`src/hw/rtl/tdseg_queue.sv`:
```
// Small register queue that decouples the front end from the back end.
module tdseg_queue #(
   parameter int WIDTH = 16,
   parameter int DEPTH = 2,
   localparam int PTR_W = (DEPTH > 1) ? $clog2(DEPTH) : 1,
   localparam int CNT_W = $clog2(DEPTH + 1)
) (
   input  logic             clock,
   input  logic             reset,
   input  logic             push_valid,
   output logic             push_ready,
   input  logic [WIDTH-1:0] push_data,
   output logic             pop_valid,
   input  logic             pop_ready,
   output logic [WIDTH-1:0] pop_data
);
   localparam logic [PTR_W-1:0] LAST_PTR = PTR_W'(DEPTH - 1);
   localparam logic [CNT_W-1:0] FULL_CNT = CNT_W'(DEPTH);

   logic [WIDTH-1:0] data_ff [DEPTH];
   logic [PTR_W-1:0] wr_ptr_ff, wr_ptr_in;
   logic [PTR_W-1:0] rd_ptr_ff, rd_ptr_in;
   logic [CNT_W-1:0] count_ff, count_in;
   logic             push, pop;

   assign push_ready = count_ff != FULL_CNT;
   assign pop_valid  = count_ff != '0;
   assign pop_data   = data_ff[rd_ptr_ff];
   assign push       = push_valid && push_ready;
   assign pop        = pop_valid && pop_ready;

   // Pointer and fill count bookkeeping.
   always_comb begin
      wr_ptr_in = wr_ptr_ff;
      rd_ptr_in = rd_ptr_ff;
      count_in  = count_ff;
      if (push) begin
         wr_ptr_in = (wr_ptr_ff == LAST_PTR) ? '0 : PTR_W'(wr_ptr_ff + 1'b1);
      end
      if (pop) begin
         rd_ptr_in = (rd_ptr_ff == LAST_PTR) ? '0 : PTR_W'(rd_ptr_ff + 1'b1);
      end
      if (push && !pop) begin
         count_in = CNT_W'(count_ff + 1'b1);
      end else if (pop && !push) begin
         count_in = CNT_W'(count_ff - 1'b1);
      end
   end

   always_ff @(posedge clock) begin
      if (reset) begin
         wr_ptr_ff <= '0;
         rd_ptr_ff <= '0;
         count_ff  <= '0;
      end else begin
         wr_ptr_ff <= wr_ptr_in;
         rd_ptr_ff <= rd_ptr_in;
         count_ff  <= count_in;
      end
   end

   always_ff @(posedge clock) begin
      if (push) begin
         data_ff[wr_ptr_ff] <= push_data;
      end
   end
endmodule

```
`config.mk`:
```
export PLATFORM = sky130hd
export DESIGN_NAME = tdseg_queue
export DESIGN_NICKNAME = d
export VERILOG_FILES = /design/src/hw/rtl/tdseg_queue.sv
export SDC_FILE = /design/constraint.sdc
export NUM_CORES = 1
export LEC_CHECK = 0
export ABC_AREA = 1
export BUFFER_PORTS_ARGS = -buffer_cell sky130_fd_sc_hd__buf_2
export CORE_ASPECT_RATIO = 0.5
export CORE_UTILIZATION = 46
export DETAILED_ROUTE_END_ITERATION = 6
export GPL_TIMING_DRIVEN = 0
export PLACE_DENSITY = 0.78
export SLEW_MARGIN = 10
export SYNTH_ARGS = -nofsm -noshare
export SYNTH_HDL_FRONTEND = slang
export SYNTH_SLANG_ARGS = --single-unit
```
`constraint.sdc`:
```
create_clock -name clock -period 1.5 [get_ports clock]
set_input_delay 0.15 -clock clock [delete_from_list [all_inputs] [get_ports clock]]
set_output_delay 0.15 -clock clock [all_outputs]
set_load 0.01 [all_outputs]
```
==> results.json <==
{
  "synth_edf_count": 32,
  "hpwlAfterDp_mm": 1.43,
  "ys_seq_elements": 37,
  "fin_tns_setup_ps": -2590,
  "yosysWarningCount": 0,
  "dr.pass1.iters": 4,
  "synthTopCellsByArea": "edfxtp_1, mux2_4, dfxtp_1, mux2_2, nand2_1",
  "ir_drop_uv": 864,
  "stdcell_area_um2": 1860,
  "vias": 806,
  "synthArstFlopShare_pct": 0,
  "cp-start-kind": "register",
  "worst-path-max-fanout": 16,
  "antenna_found_initial": 0,
  "clkTransAtPathRegs_ps": 70,
  "grt_max_degree": 17,
  "p_clk_share_pct": 21.5,
  "clock_skew_ps": 7.69,
  "synth_fp_nets": 108,
  "cts-root-buf": "clkbuf_8",
  "cts_buffer_depth": 2,
  "rsz0062_at_grt": "true",
  "grt_pass1_wl_mm": 3.42,
  "core_um2": 2780,
  "syn_area_um2": 1450,
  "fillers": 205,
  "power_frac_comb_pct": 32.9,
  "violations": "setup timing",
  "synthCells": 87,
  "drtAntennaViolNets": 0,
  "drc": 0,
  "slowest_stage": "nor2_2",
  "status": "finished, violations left",
  "setup-violations-final": 32,
  "synth_top_area_share_pct": 66.3,
  "cts_buffers": 5,
  "cts_setup_buffers": 0,
  "final-max-slew-violation-count": 0,
  "die-width_um": 81.4,
  "final.period_utilization_pct": 106,
  "postPlaceCellArea_um2": 1690,
  "fmax_mhz": 629,
  "postSynthAreaPerCell_um2": 16.7,
  "min_period_ps": 1590,
  "routedWlPerCell_um": 12.6,
  "clock_sinks": 37,
  "initial_utilization_pct": 52.1,
  "final-hold-violation-count": 0,
  "antennaDiodeCount": 0,
  "seq_area_um2": 1060,
  "pre_cts_slack_ps": -147,
  "grt_overflow": 0,
  "power_leakage_nw": 0.750,
  "synth.most_common_cell": "edfxtp_1",
  "synth_cell_types": 14,
  "worstMarginPinSlew_ps": 804,
  "hold_class": "input port to register",
  "slew_headroom_pct": 46.3,
  "power_density_nw_per_um2": 1620,
  "ys.flop_type": "edfxtp_1",
  "numPortBuffers": 37,
  "dr.first_iter.drc_count": 25,
  "die-area_um2": 3390,
  "power_mw": 3.00,
  "fin_nets": 153,
  "synthTopCellsByCount": "edfxtp_1, mux2_4, nand2_1",
  "cts_tree": "yes",
  "routabilityCongestion": 0.723,
  "slowest_delay_ps": 620,
  "clk_latency_ps": 280,
  "track_usage_pct": 14.4,
  "area_growth_pct": 28.2,
  "maxCapViolCount": 0,
  "drive_above_1_share_pct": 51.1,
  "yosysTopAreaCell": "edfxtp_1",
  "arrival_ps": 1490,
  "wl_mm": 2.15,
  "viasPerCell": 4.74,
  "grt_pass1_vias": 800,
  "crit_path_end_kind": "register",
  "worstPathCellList": "inv_2, nand2_1, nand2_2, nor2_2",
  "io_pins": 38,
  "htree_levels": 2,
  "netSwitchingPower_uw": 842,
  "core.rowCount": 13,
  "multi_input_area_um2": 349,
  "p_int_mw": 2.16,
  "swShare_pct": 28.0,
  "worstPathRequired_ps": 1400,
  "pwr-share-seq_pct": 45.6,
  "yosysSeqAreaShare_pct": 73.2,
  "die_y_um": 41.7,
  "critPathKind": "register to register",
  "worst_slack_ps": -89.9
}
## worst max-delay path, delay by kind of cell (launching register included)
| family | cells | cell delay (ps) |
|---|---|---|
| simple gates | 3 | 790 |
| buf+inv | 1 | 60 |
| flops | 1 | 350 |
## cells by family (layout without fill, tap and decap cells)
| kind of cell | after synthesis | in the layout | synth area share [%] |
|---|---|---|---|
| compound gates | 4 | 4 | 1.38 |
| mux | 16 | 16 | 15.0 |
| fa+ha+maj | 1 | 1 | 0.863 |
| flops | 37 | 37 | 73.2 |
| buf+inv | 10 | 56 | 4.23 |
| simple gates | 19 | 19 | 5.27 |
## state kept, by name (all words and copies together), names as in the netlist, named ones only
signal and flops:
count_ff 2, wr_ptr_ff 1, data_ff 32, rd_ptr_ff 1
## power by group through the flow
stage | clock network, mW | logic [mW] | registers, mW
floorplan | 0 | 0.598 | 1.37
global placement | 0 | 0.821 | 1.37
detailed placement | 0 | 0.847 | 1.38
CTS | 0.656 | 0.854 | 1.37
global route | 0.688 | 1.10 | 1.38
finish | 0.644 | 0.988 | 1.37
## per-layer routing
metal / track usage, % / vias up / part of all wire (%)
met5: 0 / - / 0
met4: 8.57 / 0 / 1.6
met3: 5.49 / 5 / 5.0
met2: 24.2 / 22 / 50
met1: 15.4 / 373 / 44
li1: - / 406 / -
## path summary, 6_finish.rpt
path         cells after the start  slack, ps                       end                startpoint
max                              4        -90  data_ff[1][10]$_DFFE_PP_  count_ff[0]$_SDFFE_PP0P_
min                              1         60   data_ff[0][2]$_DFFE_PP_              push_data[2]
max reg2reg                      4        -90  data_ff[1][10]$_DFFE_PP_  count_ff[0]$_SDFFE_PP0P_
min reg2reg                      2        510                  register    rd_ptr_ff$_SDFFE_PP0P_
## through the flow
| step | cells | hold WS (ps) | utilization [%] |
|---|---|---|---|
| after global placement | 161 | 338 | 60.4 |
| final | 170 | 55.1 | 66.8 |
| after global routing | 170 | 45.9 | 66.8 |
| after detailed placement | 161 | 341 | 60.6 |
| after CTS | 169 | 48.1 | 63.6 |
| after floorplan | 87 | 249 | - |
## placed cells by master (no fill, tap or decap)
master and count:
o21ai_0 2, ha_4 1, buf_2 30, buf_6 7, nor2_2 3, inv_1 7, edfxtp_1 32, nand2_1 8
clkbuf_1 3, clkbuf_8 5, inv_2 1, a21oi_1 2, nand3_1 2, buf_8 1, clkbuf_16 1, nor2_1 4
nand4_1 1, nand2_2 1, dfxtp_2 1, mux2_4 10, buf_12 1, dfxtp_1 4, mux2_2 6
## timing repair
action / in CTS / in global routing
endpoints found under the setup margin: 33 / 44
gates resized for setup: 1 / 13
hold buffers: 0 / 0
cloned: 0 / 1
## layout make-up
cell class                      count  share of cell area, %
Sequential cell                    37                   57.2
Inverter                            8                   1.62
Clock buffer                        8                   4.31
Multi-Input combinational cell     40                   18.8
Buffer                              2                   1.89
Tap cell                           37                   2.49
Timing Repair Buffer               38                   13.7
Power figures use the tool's default switching activity.
